[src/hw/rtl/vab_pkg.sv]
// Shared types and register codes for the volume bounding-box block.
// No dependencies.
package vab_pkg;

   localparam int SIZE_BITS   = 13;
   localparam int MARGIN_BITS = 12;
   localparam int OUT_BITS    = 12;
   localparam int NUM_AXES    = 3;

   typedef enum logic [1:0] {
      CSR_SIZE_X = 2'd0,
      CSR_SIZE_Y = 2'd1,
      CSR_SIZE_Z = 2'd2,
      CSR_MARGIN = 2'd3
   } csr_index_type;

   // size[0] is x, size[1] is y, size[2] is z
   typedef struct packed {
      logic [NUM_AXES-1:0][SIZE_BITS-1:0] size;
      logic [MARGIN_BITS-1:0]             margin;
   } cfg_type;

endpackage

[src/hw/rtl/vab_csr.sv]
// Configuration registers: volume sizes and crop margin.
// Depends on vab_pkg.
module vab_csr (
   input  logic                           clock,
   input  logic                           reset,
   input  logic                           csr_valid,
   output logic                           csr_ready,
   input  logic [1:0]                     csr_index,
   input  logic [vab_pkg::SIZE_BITS-1:0]  csr_data,
   output vab_pkg::cfg_type               cfg
);

   vab_pkg::cfg_type cfg_ff, cfg_in;

   assign csr_ready = 1'b1;
   assign cfg       = cfg_ff;

   always_comb begin
      cfg_in = cfg_ff;
      if (csr_valid) begin
         unique case (vab_pkg::csr_index_type'(csr_index))
            vab_pkg::CSR_SIZE_X: cfg_in.size[0] = csr_data;
            vab_pkg::CSR_SIZE_Y: cfg_in.size[1] = csr_data;
            vab_pkg::CSR_SIZE_Z: cfg_in.size[2] = csr_data;
            vab_pkg::CSR_MARGIN: cfg_in.margin  = csr_data[vab_pkg::MARGIN_BITS-1:0];
         endcase
      end
   end

   always_ff @(posedge clock) begin
      if (reset) begin
         cfg_ff.size[0] <= vab_pkg::SIZE_BITS'(1);
         cfg_ff.size[1] <= vab_pkg::SIZE_BITS'(1);
         cfg_ff.size[2] <= vab_pkg::SIZE_BITS'(1);
         cfg_ff.margin  <= '0;
      end else begin
         cfg_ff <= cfg_in;
      end
   end

endmodule

[src/hw/rtl/vab_track.sv]
// Raster position counters and per-axis min/max of object voxels.
// Depends on vab_pkg.
module vab_track #(
   parameter int COORD_BITS = 12
) (
   input  logic                                           clock,
   input  logic                                           reset,
   input  vab_pkg::cfg_type                               cfg,
   input  logic                                           step,
   input  logic                                           object,
   output logic                                           done,
   output logic [vab_pkg::NUM_AXES-1:0][COORD_BITS-1:0]   box_min,
   output logic [vab_pkg::NUM_AXES-1:0][COORD_BITS-1:0]   box_max,
   output logic [vab_pkg::NUM_AXES-1:0][COORD_BITS-1:0]   last_idx
);

   localparam int N  = vab_pkg::NUM_AXES;
   localparam int SW = (COORD_BITS + 1 > vab_pkg::SIZE_BITS) ?
                       COORD_BITS + 1 : vab_pkg::SIZE_BITS;
   localparam logic [SW-1:0] SIZE_CAP = SW'(1) << COORD_BITS;

   logic [N-1:0][COORD_BITS-1:0] pos_ff, pos_in;
   logic [N-1:0][COORD_BITS-1:0] min_ff, min_in;
   logic [N-1:0][COORD_BITS-1:0] max_ff, max_in;
   logic [N-1:0][SW-1:0]         size_eff;
   logic [N-1:0]                 at_end;
   logic                         start;

   // sizes of zero act as one, oversize is capped at the coordinate range
   always_comb begin
      for (int a = 0; a < N; a++) begin
         size_eff[a] = SW'(cfg.size[a]);
         if (size_eff[a] == '0)
            size_eff[a] = SW'(1);
         if (size_eff[a] > SIZE_CAP)
            size_eff[a] = SIZE_CAP;
         last_idx[a] = COORD_BITS'(size_eff[a] - SW'(1));
      end
   end

   // min/max restart from the current sizes at the first voxel of a volume
   assign start = (pos_ff == '0);

   always_comb begin
      for (int a = 0; a < N; a++) begin
         box_min[a] = start ? last_idx[a] : min_ff[a];
         box_max[a] = start ? '0 : max_ff[a];
         if (object) begin
            if (pos_ff[a] < box_min[a])
               box_min[a] = pos_ff[a];
            if (pos_ff[a] > box_max[a])
               box_max[a] = pos_ff[a];
         end
         at_end[a] = pos_ff[a] >= last_idx[a];
      end
   end

   assign done = &at_end;

   always_comb begin
      pos_in = pos_ff;
      min_in = min_ff;
      max_in = max_ff;
      if (step) begin
         if (done) begin
            pos_in = '0;
            min_in = last_idx;
            max_in = '0;
         end else begin
            min_in = box_min;
            max_in = box_max;
            if (!at_end[0]) begin
               pos_in[0] = pos_ff[0] + COORD_BITS'(1);
            end else begin
               pos_in[0] = '0;
               if (!at_end[1]) begin
                  pos_in[1] = pos_ff[1] + COORD_BITS'(1);
               end else begin
                  pos_in[1] = '0;
                  pos_in[2] = pos_ff[2] + COORD_BITS'(1);
               end
            end
         end
      end
   end

   always_ff @(posedge clock) begin
      if (reset) begin
         pos_ff <= '0;
      end else begin
         pos_ff <= pos_in;
      end
   end

   always_ff @(posedge clock) begin
      min_ff <= min_in;
      max_ff <= max_in;
   end

endmodule

[src/hw/rtl/vab_axis_fin.sv]
// One axis of the final box: widen by margin, clamp to the volume,
// keep hi at or above lo. Depends on vab_pkg.
module vab_axis_fin #(
   parameter int COORD_BITS = 12
) (
   input  logic [COORD_BITS-1:0]               mn,
   input  logic [COORD_BITS-1:0]               mx,
   input  logic [COORD_BITS-1:0]               lim,
   input  logic [vab_pkg::MARGIN_BITS-1:0]     margin,
   output logic [vab_pkg::OUT_BITS-1:0]        lo,
   output logic [vab_pkg::OUT_BITS-1:0]        hi
);

   localparam int W = ((COORD_BITS > vab_pkg::MARGIN_BITS) ?
                       COORD_BITS : vab_pkg::MARGIN_BITS) + 1;

   logic [W-1:0] mn_w, mx_w, lim_w, m_w, a, b;

   always_comb begin
      mn_w  = W'(mn);
      mx_w  = W'(mx);
      lim_w = W'(lim);
      m_w   = W'(margin);
      a = (mn_w >= m_w) ? mn_w - m_w : '0;
      if (a > lim_w)
         a = lim_w;
      b = mx_w + m_w;
      if (b > lim_w)
         b = lim_w;
      if (b < a)
         b = a;
      lo = a[vab_pkg::OUT_BITS-1:0];
      hi = b[vab_pkg::OUT_BITS-1:0];
   end

endmodule

[src/hw/rtl/volume_autocrop_bounding_box.sv]
// Top level of the volume auto-crop bounding-box finder.
// Depends on vab_pkg, vab_csr, vab_track and vab_axis_fin.
//
// Voxels stream in raster order (x fastest, then y, then z), one item per
// clock cycle while no result is held by rsp_stall; a voxel greater than
// zero counts as object. Each item passes an input register and one pass of
// compare/select logic, and the last voxel of a volume loads one crop box
// into the result register. Other voxels yield no result.
// The only source of back-pressure is rsp_stall on a waiting result.
// Sizes and margin are to be written through the csr port between volumes;
// the block itself does not enforce this. A size of zero acts as one and
// sizes beyond the coordinate range are capped.
module volume_autocrop_bounding_box #(
   parameter int COORD_BITS = 12
) (
   input  logic                                  clock,
   input  logic                                  reset,
   input  logic                                  req_valid,
   output logic                                  req_stall,
   input  logic signed [31:0]                    req_voxel_value,
   output logic                                  rsp_valid,
   input  logic                                  rsp_stall,
   output logic [vab_pkg::OUT_BITS-1:0]          rsp_lo_x,
   output logic [vab_pkg::OUT_BITS-1:0]          rsp_lo_y,
   output logic [vab_pkg::OUT_BITS-1:0]          rsp_lo_z,
   output logic [vab_pkg::OUT_BITS-1:0]          rsp_hi_x,
   output logic [vab_pkg::OUT_BITS-1:0]          rsp_hi_y,
   output logic [vab_pkg::OUT_BITS-1:0]          rsp_hi_z,
   input  logic                                  csr_valid,
   output logic                                  csr_ready,
   input  logic [1:0]                            csr_index,
   input  logic [vab_pkg::SIZE_BITS-1:0]         csr_data
);

   localparam int N  = vab_pkg::NUM_AXES;
   localparam int OB = vab_pkg::OUT_BITS;

   vab_pkg::cfg_type cfg;

   logic               in_valid_ff, in_valid_in;
   logic signed [31:0] voxel_ff;
   logic               is_object;
   logic               out_free, step, done;

   logic [N-1:0][COORD_BITS-1:0] box_min, box_max, last_idx;
   logic [N-1:0][OB-1:0]         lo, hi;
   logic [N-1:0][OB-1:0]         lo_ff, hi_ff;
   logic                         rsp_valid_ff, rsp_valid_in;

   vab_csr u_csr (
      .clock     (clock),
      .reset     (reset),
      .csr_valid (csr_valid),
      .csr_ready (csr_ready),
      .csr_index (csr_index),
      .csr_data  (csr_data),
      .cfg       (cfg)
   );

   // the result register frees up when empty or when its item is taken
   assign out_free  = !rsp_valid_ff || !rsp_stall;
   assign step      = in_valid_ff && out_free;
   assign req_stall = in_valid_ff && !out_free;

   assign in_valid_in = req_stall ? in_valid_ff : req_valid;
   assign is_object   = (voxel_ff > 32'sd0);

   always_ff @(posedge clock) begin
      if (reset) begin
         in_valid_ff <= 1'b0;
      end else begin
         in_valid_ff <= in_valid_in;
      end
   end

   always_ff @(posedge clock) begin
      if (!req_stall)
         voxel_ff <= req_voxel_value;
   end

   vab_track #(.COORD_BITS(COORD_BITS)) u_track (
      .clock    (clock),
      .reset    (reset),
      .cfg      (cfg),
      .step     (step),
      .object   (is_object),
      .done     (done),
      .box_min  (box_min),
      .box_max  (box_max),
      .last_idx (last_idx)
   );

   for (genvar a = 0; a < N; a++) begin : g_axis
      vab_axis_fin #(.COORD_BITS(COORD_BITS)) u_fin (
         .mn     (box_min[a]),
         .mx     (box_max[a]),
         .lim    (last_idx[a]),
         .margin (cfg.margin),
         .lo     (lo[a]),
         .hi     (hi[a])
      );
   end

   always_comb begin
      rsp_valid_in = rsp_valid_ff && rsp_stall;
      if (step)
         rsp_valid_in = done;
   end

   always_ff @(posedge clock) begin
      if (reset) begin
         rsp_valid_ff <= 1'b0;
      end else begin
         rsp_valid_ff <= rsp_valid_in;
      end
   end

   always_ff @(posedge clock) begin
      if (step && done) begin
         lo_ff <= lo;
         hi_ff <= hi;
      end
   end

   assign rsp_valid = rsp_valid_ff;
   assign rsp_lo_x  = lo_ff[0];
   assign rsp_lo_y  = lo_ff[1];
   assign rsp_lo_z  = lo_ff[2];
   assign rsp_hi_x  = hi_ff[0];
   assign rsp_hi_y  = hi_ff[1];
   assign rsp_hi_z  = hi_ff[2];

endmodule

[config.mk]
export PLATFORM = sky130hd
export DESIGN_NAME = volume_autocrop_bounding_box
export DESIGN_NICKNAME = d
export VERILOG_FILES = /design/src/hw/rtl/vab_pkg.sv /design/src/hw/rtl/vab_csr.sv /design/src/hw/rtl/vab_track.sv /design/src/hw/rtl/vab_axis_fin.sv /design/src/hw/rtl/volume_autocrop_bounding_box.sv
export SDC_FILE = /design/constraint.sdc
export NUM_CORES = 1
export LEC_CHECK = 0
export BUFFER_PORTS_ARGS = -buffer_cell sky130_fd_sc_hd__buf_2
export CAP_MARGIN = 15
export CORE_MARGIN = 2
export CORE_UTILIZATION = 40
export CTS_CLUSTER_DIAMETER = 150
export CTS_CLUSTER_SIZE = 16
export DETAILED_ROUTE_END_ITERATION = 12
export PLACE_DENSITY = 0.66
export SKIP_LAST_GASP = 1
export SYNTH_ARGS = -nofsm -noshare
export SYNTH_HDL_FRONTEND = slang
export SYNTH_HIERARCHICAL = 1
export SYNTH_SLANG_ARGS = --single-unit
[constraint.sdc]
create_clock -name clock -period 9.5 [get_ports clock]
set_input_delay 0.95 -clock clock [delete_from_list [all_inputs] [get_ports clock]]
set_output_delay 0.95 -clock clock [all_outputs]
set_load 0.01 [all_outputs]
==> impl_results.md, run 1 <==
* Avg WL per Cell at 19.6 um
* Post-DP HPWL at 51.6 mm
* Total GRT Usage at 22.7%
* Yosys warns at 6
* Die Y at approximately 240 um
* Synth async-reset ratio at 0%
* HP Class: reg -> reg
* Drt drc at 0
* Top cells by count, synth: ha_1 (294), inv_1 (243), nor2_1 (192)
* Vias in the first global route at 19000
* Hold Path End: u_csr/cfg[36]
* Horiz. Die Dim at 241 um
* Final setup TNS at 0 ns
* Initial core utilization at 40.6%
* Core area at roughly 0.055 mm2
* Top Ports at 127
* Worst rel slew slack at 24.2%
* Hold Path Origin: u_csr/cfg[36]
* Netlist cell types at between 90 and 100
* DR iter-0 viols at roughly 1300
* Overall power at 6160 uW
* Detailed-route via count at between 15000 and 20000
* CP max stage delay at approximately 0.57 ns
* Pwr dens at roughly 240 mW/mm2
* GPL Wtd Cong at approximately 0.94
* Hold Vio Cnt, Final at 0
* Largest net degree at the start of global routing at approximately 80
* Largest cells by area after synthesis: edfxtp_1 (24%), ha_1 (16%), dfxtp_1 (7.9%), mux2i_1 (6.5%), inv_1 (4.1%)
* Ys flop type: edfxtp_1
* Setup CP Type: reg -> reg
* Status: completed
* Global-route wire length before repair at approximately 100 mm
* Synth Area per Inst at 9.19 um2
* Sequential element share of the synthesized area at 31.5%
* Reg2Reg Depth at 40
* Worst Path Required at 9.81 ns
* Largest area contributor in the netlist: edfxtp_1
* Fmax at around 0.11 GHz
* Rows at 86
* Post-Place Setup Slack at -0.206 ns
* Hold Path Depth at 2
* Syn-to-layout area delta at 14.7%
* Total CTS buffers at 20
* Post-route antenna net violation count at 0
* Worst setup EP type: flip-flop
* Min Clock Period, post-route at slightly above 9 ns
* Drt via density at between 5 and 6
* WL final at between 60 and 70 mm
* WP data arrival at between 9 and 10 ns
* Bufs on Longest Clock Path at 3
* Die area at slightly below 0.06 mm2
* Final period util at 95.2%
* CTS tree: built
* Sink Count at between 200 and 300
* Clock Skew at slightly above 0.02 ns
* Leak Pwr at between 0.01 and 0.015 uW
* Total grt overflow at 0
* CP Max Fanout at 13
* Most numerous cell on the critical path: ha_1
* Reg-to-reg endpoint: rsp_hi_z[1]
* Post-Synthesis Cell Area at roughly 0.022 mm2
* Syn nets at roughly 2800
* Max_cap viols at 0
* Layout Cells excl Fill at approximately 3400
* 1st-pass router iterations at 5
* H-tree depth at 1
* Input/output buffers at roughly 130
* Fin. max-slew vios at 0
* Hold WS at between 0.5 and 0.6 ns
* Worst reg2reg setup slack at around 0.45 ns
* Ant diodes at 0
* Peak supply drop at between 150 and 200 uV
* Gate Count Post-Synth at 2441
* Most common cell in the netlist: ha_1
* Worst r2r src: u_csr/cfg[45]
* Nets at 3010
* DP Cell Count at roughly 3400
* Worst-skew pair later-pin latency at roughly 0.56 ns
* Yosys top cell area share at between 20% and 30%
* Post-synth EDFFs at roughly 180
* Root Driver: clkbuf_16
* Fin worst setup slack at 0.452 ns
* Clk slew on worst S/H paths at about 0.080 ns
* Finish-stage setup viols at 0
* Initial antenna violation count at 0
* CP max stage cell: or4_4
* Synth Register Bits at approximately 270
* Share of post-route cells with drive strength above 1 at between 10% and 20%
* Crit path launch type: flip-flop
* Slew @ Worst Pin at approximately 1.1 ns
* RSZ-0062 raised after global routing: true
[area by class of cell]
cell class	count	area, um2
well taps	748	936
inverters	244	916
repair buffers	260	1720
clock buffers	34	553
fillers	5327	29600
clock inverters	2	25.0
flip-flops and latches	265	7070
multi-input cells	1867	14500
[kinds of logic (layout without fill, tap and decap cells)]
family,count (synthesis),count (layout),share of synthesized area [%]
other,7,7,0.117
muxes,210,210,10.0
AOI/OAI and AO/OA,501,501,14.8
adders and majority gates,300,300,16.9
and+or+nand+nor,764,765,17.8
buffers and inverters,310,540,5.50
xor gates and xnor gates,84,84,3.28
DFF,265,265,31.5
[per-layer routing]
layer	share of wire, %	GRT usage, %	up-vias
li1	-	-	9236
met1	44	30.2	9150
met2	46	37.0	507
met3	6.4	3.95	114
met4	3.7	8.51	0
met5	0	0	-
[placed cells by master (no fill, tap or decap), drive strengths merged, types with 7 or more instances in the layout]
master	instances
mux2i	146
nor4	30
nor3b	8
conb	7
o211ai	18
a21oi	146
a211oi	25
edfxtp	176
and2	53
nand2b	86
clkbuf	34
nor2	194
dfxtp	89
nor2b	30
o31ai	11
xor2	15
nand2	134
or2	19
nand4	69
and3	10
mux2	64
nor3	52
buf	260
xnor2	69
nand3b	7
o21a	32
a211o	7
ha	294
o21bai	10
o21ai	114
or3	16
inv	245
a31oi	15
nand3	40
or4	8
a21o	58
[metrics by stage]
stage	instance area, um2	utilization (%)
6_report	25700	46.5
4_1_cts	25200	45.6
3_3_place_gp	24600	44.4
2_1_floorplan	22400	-
3_5_place_dp	24600	44.4
5_1_grt	25700	46.5
[critical path, delay by kind of cell, from the launching register on]
family	cells	cell delay, ns
buf+inv	3	0.52
simple gates	11	2.74
compound gates	20	3.30
mux	2	0.66
fa+ha+maj	4	1.22
flops	1	0.34
[sequential cells by signal, summed over array words and instances, names as in the netlist, 32 cells and up]
name and count:
u_csr/cfg 51, u_track/max_ff 36, u_track/min_ff 36, u_track/pos_ff 36
voxel_ff 32
[worst max path at each step]
stage,start,endpoint,slack [ns],cells past startpoint
CTS,u_csr/cfg[19],rsp_hi_x[0],0.04,42
finish,u_csr/cfg[45],rsp_hi_z[1],0.45,40
floorplan,u_csr/cfg[50],rsp_hi_z[2],0.17,46
global route,u_csr/cfg[19],rsp_hi_x[0],-0.02,42
global placement,u_csr/cfg[19],rsp_hi_x[1],-0.005,41
detailed placement,u_csr/cfg[19],rsp_hi_x[0],-0.21,40
[power by group]
part / internal (uW) / switching (uW)
Combinational: 1770 / 2130
Sequential: 1380 / 33.9
Clock: 402 / 447
[timing repair]
item | 4_1_cts | 5_1_grt
gates cloned | 0 | 1
setup endpoints to repair | 17 | 36
pin swaps | 2 | 11
gates resized for setup | 1 | 79
hold buffers | 0 | 0
setup buffers | 3 | 22
Power figures use the tool's default switching activity.
==> inputs of run 2 (changes only) <==
--- a/config.mk
+++ b/config.mk
@@ -5,6 +5,7 @@
 export SDC_FILE = /design/constraint.sdc
 export NUM_CORES = 1
 export LEC_CHECK = 0
+export ABC_AREA = 1
 export BUFFER_PORTS_ARGS = -buffer_cell sky130_fd_sc_hd__buf_2
 export CAP_MARGIN = 15
 export CORE_MARGIN = 2
@@ -12,7 +13,7 @@
 export CTS_CLUSTER_DIAMETER = 150
 export CTS_CLUSTER_SIZE = 16
 export DETAILED_ROUTE_END_ITERATION = 12
-export PLACE_DENSITY = 0.66
+export PLACE_DENSITY = 0.64
 export SKIP_LAST_GASP = 1
 export SYNTH_ARGS = -nofsm -noshare
 export SYNTH_HDL_FRONTEND = slang
==> constraint.sdc (replaced) <==
create_clock -name clock -period 9.4 [get_ports clock]
set_input_delay 0.94 -clock clock [delete_from_list [all_inputs] [get_ports clock]]
set_output_delay 0.94 -clock clock [all_outputs]
set_load 0.01 [all_outputs]
==> impl_results.md, run 2 <==
* Status: completed
* Horiz. Die Dim at approximately 250 um
* Initial core utilization at around two fifths
* Largest area contributor in the netlist: edfxtp_1
* Gate Count Post-Synth at around 3400
* Worst-skew pair later-pin latency at ~0.56 ns
* Share of post-route cells with drive strength above 1 at between 9 and 10%
* Hold Vio Cnt, Final at 0
* PostCTS Resize Cnt at 0
* Fmax at between 0.1 and 0.15 GHz
* Post-Synthesis Cell Area at 0.0240 mm2
* Top Ports at ~130
* M3 GR Usage at between 2 and 3%
* 1st-pass router iterations at 6
* Most common cell in the netlist: nand2_1
* Initial antenna violation count at 0
* Seq pwr share at approximately a quarter
* Total grt overflow at 0
* WL final at about 69 mm
* Final period util at 89.9%
* Die Y at 249 um
* Clock share of power at between 10% and 20%
* Post-Place Setup Slack at roughly 0.77 ns
* Worst setup EP type: flip-flop
* Yosys top cell area share at between 20% and 30%
* Rows at 89
* Worst r2r src: u_csr/cfg[31]
* Post-synth EDFFs at around 180
* Crit path launch type: flip-flop
* Nets at 3861
* Yosys warns at 6
* Most common cell after layout, fill and taps aside: nand2_1
* Layout Cells excl Fill at 4297
* Finish-stage setup viols at 0
* Clock Skew at between 0.02 and 0.025 ns
* CP max stage delay at around 0.43 ns
* Post-CTS setup buffer count at 0
* Avg WL per Cell at ~16 um
* Reg-to-reg endpoint: rsp_hi_y[11]
* Worst rel slew slack at 31.3%
* Worst Path Required at around 9.7 ns
* Netlist cell types at between 60 and 70
* Vias in the first global route at roughly 20000
* Global routing's busiest layer: met2
* Buf/Inv on CP at 7
* Sink Count at between 200 and 300
* Detailed-route via count at about 22000
* Setup CP Type: reg -> reg
* GPL Wtd Cong at 0.960
* Min Clock Period, post-route at approximately 8.5 ns
* Synth Area per Inst at 7.06 um2
* Synth Register Bits at roughly 270
* Switch Pwr at ~2800 uW
* Root Driver: clkbuf_16
* Pwr dens at 223 mW/mm2
* Slew @ Worst Pin at 1.03 ns
* CTS tree: built
* Max_cap viols at 0
* RSZ-0062 raised after global routing: false
* Bufs on Longest Clock Path at 3
* Met1 GRT Util at between 20% and 30%
* Switch share at a little under half
* CP Max Fanout at 23
* DR iter-0 viols at about 1800
* Global-route wire length before repair at between 100 and 150 mm
* Grt met2 use at between 30 and 40%
* CP max stage cell: dfxtp_1
* Reg2Reg Depth at 52
* Most frequent cells in the layout: nand2_1 (903), inv_1 (463), nor2_1 (347)
* Internal cell power at 3040 uW
* H-tree depth at 1
* Fin. max-slew vios at 0
* Fin worst setup slack at between 0.9 and 1 ns
* Post-DP HPWL at roughly 53 mm
* Largest net degree at the start of global routing at between 70 and 80
* Core area at a little under 0.06 mm2
* Ys flop type: edfxtp_1
* Drt via density at between 5 and 6
* Syn nets at approximately 3800
* HP Class: reg -> reg
* Stages on the worst setup path at 52
* Largest register FFs at 51
* Die area at approximately 0.062 mm2
* Sequential element share of the synthesized area at 29.5%
* Overall power at approximately 5800 uW
* Post-route antenna net violation count at 0
* Leak Pwr at 0.0133 uW
* Drt drc at 0
* Total CTS buffers at 20
* Final Core Density at around 44%
* Worst Setup EP: rsp_hi_y[11]
* Worst reg2reg setup slack at approximately 0.95 ns
* Crit. Startpoint: u_csr/cfg[31]
* Input/output buffers at around 130
* Most numerous cell on the critical path: nand2_1
* Synth async-reset ratio at 0%
* Crit path max-delay family: simple AND/OR/NAND/NOR gates
* Total GRT Usage at about 22%
* Peak supply drop at ~190 uV
* Syn-to-layout area delta at 8.80%
* Largest cells by area after synthesis: edfxtp_1 (22%), ha_1 (15%), nand2_1 (14%), dfxtp_1 (7.4%), inv_1 (7.2%)
* Logic pwr share at roughly three fifths
* CTS Hold Bufs at 0
* Top cells by count, synth: nand2_1 (904), inv_1 (463), nor2_1 (348)
* DP Cell Count at ~4300
* WP data arrival at about 9 ns
* Clk slew on worst S/H paths at 0.08 ns
* Final setup TNS at 0 ns
==> run 2: layout make-up <==
cell class	count	area, um2
Tap cell	773	967
Multi-Input combinational cell	2556	14600
Sequential cell	265	7070
Fill cell	6089	33000
Clock inverter	2	25.0
Inverter	494	1850
Timing Repair Buffer	172	998
Clock buffer	34	553
Antenna cell	1	2.50
==> run 2: kinds of logic (layout without fill, tap and decap cells) <==
logic type               Yosys count  in the layout  synth area share [%]
other                              7              8                 0.110
buffers and inverters            577            702                  9.65
flip-flops                       265            265                  29.5
AND/OR/NAND/NOR                 1746           1746                  31.8
AO/OA/AOI/OAI                    427            427                  10.3
adder cells (fa/ha/maj)          300            300                  15.8
XOR/XNOR                          74             74                  2.83
multiplexers                       2              2                0.0835
==> run 2: tightest hold or removal path: stages, from the launching register on <==
cell and delay, ns:
dfxtp_1 0.33, nand2_1 0.05, nand3_1 0.06
==> run 2: power by group through the flow <==
stage / Sequential [uW] / Clock [uW] / Combinational [uW]
2_1_floorplan: 1470 / 0 / 2760
3_3_place_gp: 1490 / 0 / 3440
3_5_place_dp: 1490 / 0 / 3470
4_1_cts: 1470 / 883 / 3490
5_1_grt: 1470 / 916 / 4020
6_report: 1470 / 851 / 3510
==> run 2: layer usage <==
metal	wire [um]	share of wire, %	vias to the layer above
met2	31500	46	615
met5	0	0	-
li1	-	-	11300
met3	4110	5.9	110
met1	30900	45	9955
met4	2600	3.8	0
==> run 2: worst min path at each step <==
stage | from | endpoint | slack, ns | cells past startpoint
after global placement | u_csr/cfg[38] | u_csr/cfg[38] | 0.45 | 2
final | u_csr/cfg[38] | u_csr/cfg[38] | 0.47 | 2
after detailed placement | u_csr/cfg[38] | u_csr/cfg[38] | 0.45 | 2
after floorplan | u_csr/cfg[38] | u_csr/cfg[38] | 0.43 | 2
after global routing | u_csr/cfg[38] | u_csr/cfg[38] | 0.51 | 2
after CTS | u_csr/cfg[38] | u_csr/cfg[38] | 0.47 | 2
==> run 2: through the flow <==
stage / instance area [um2] / hold slack (ns)
final: 26100 / 0.469
after global routing: 26100 / 0.511
after CTS: 26100 / 0.465
after detailed placement: 25500 / 0.449
after global placement: 25500 / 0.447
after floorplan: 24000 / 0.429
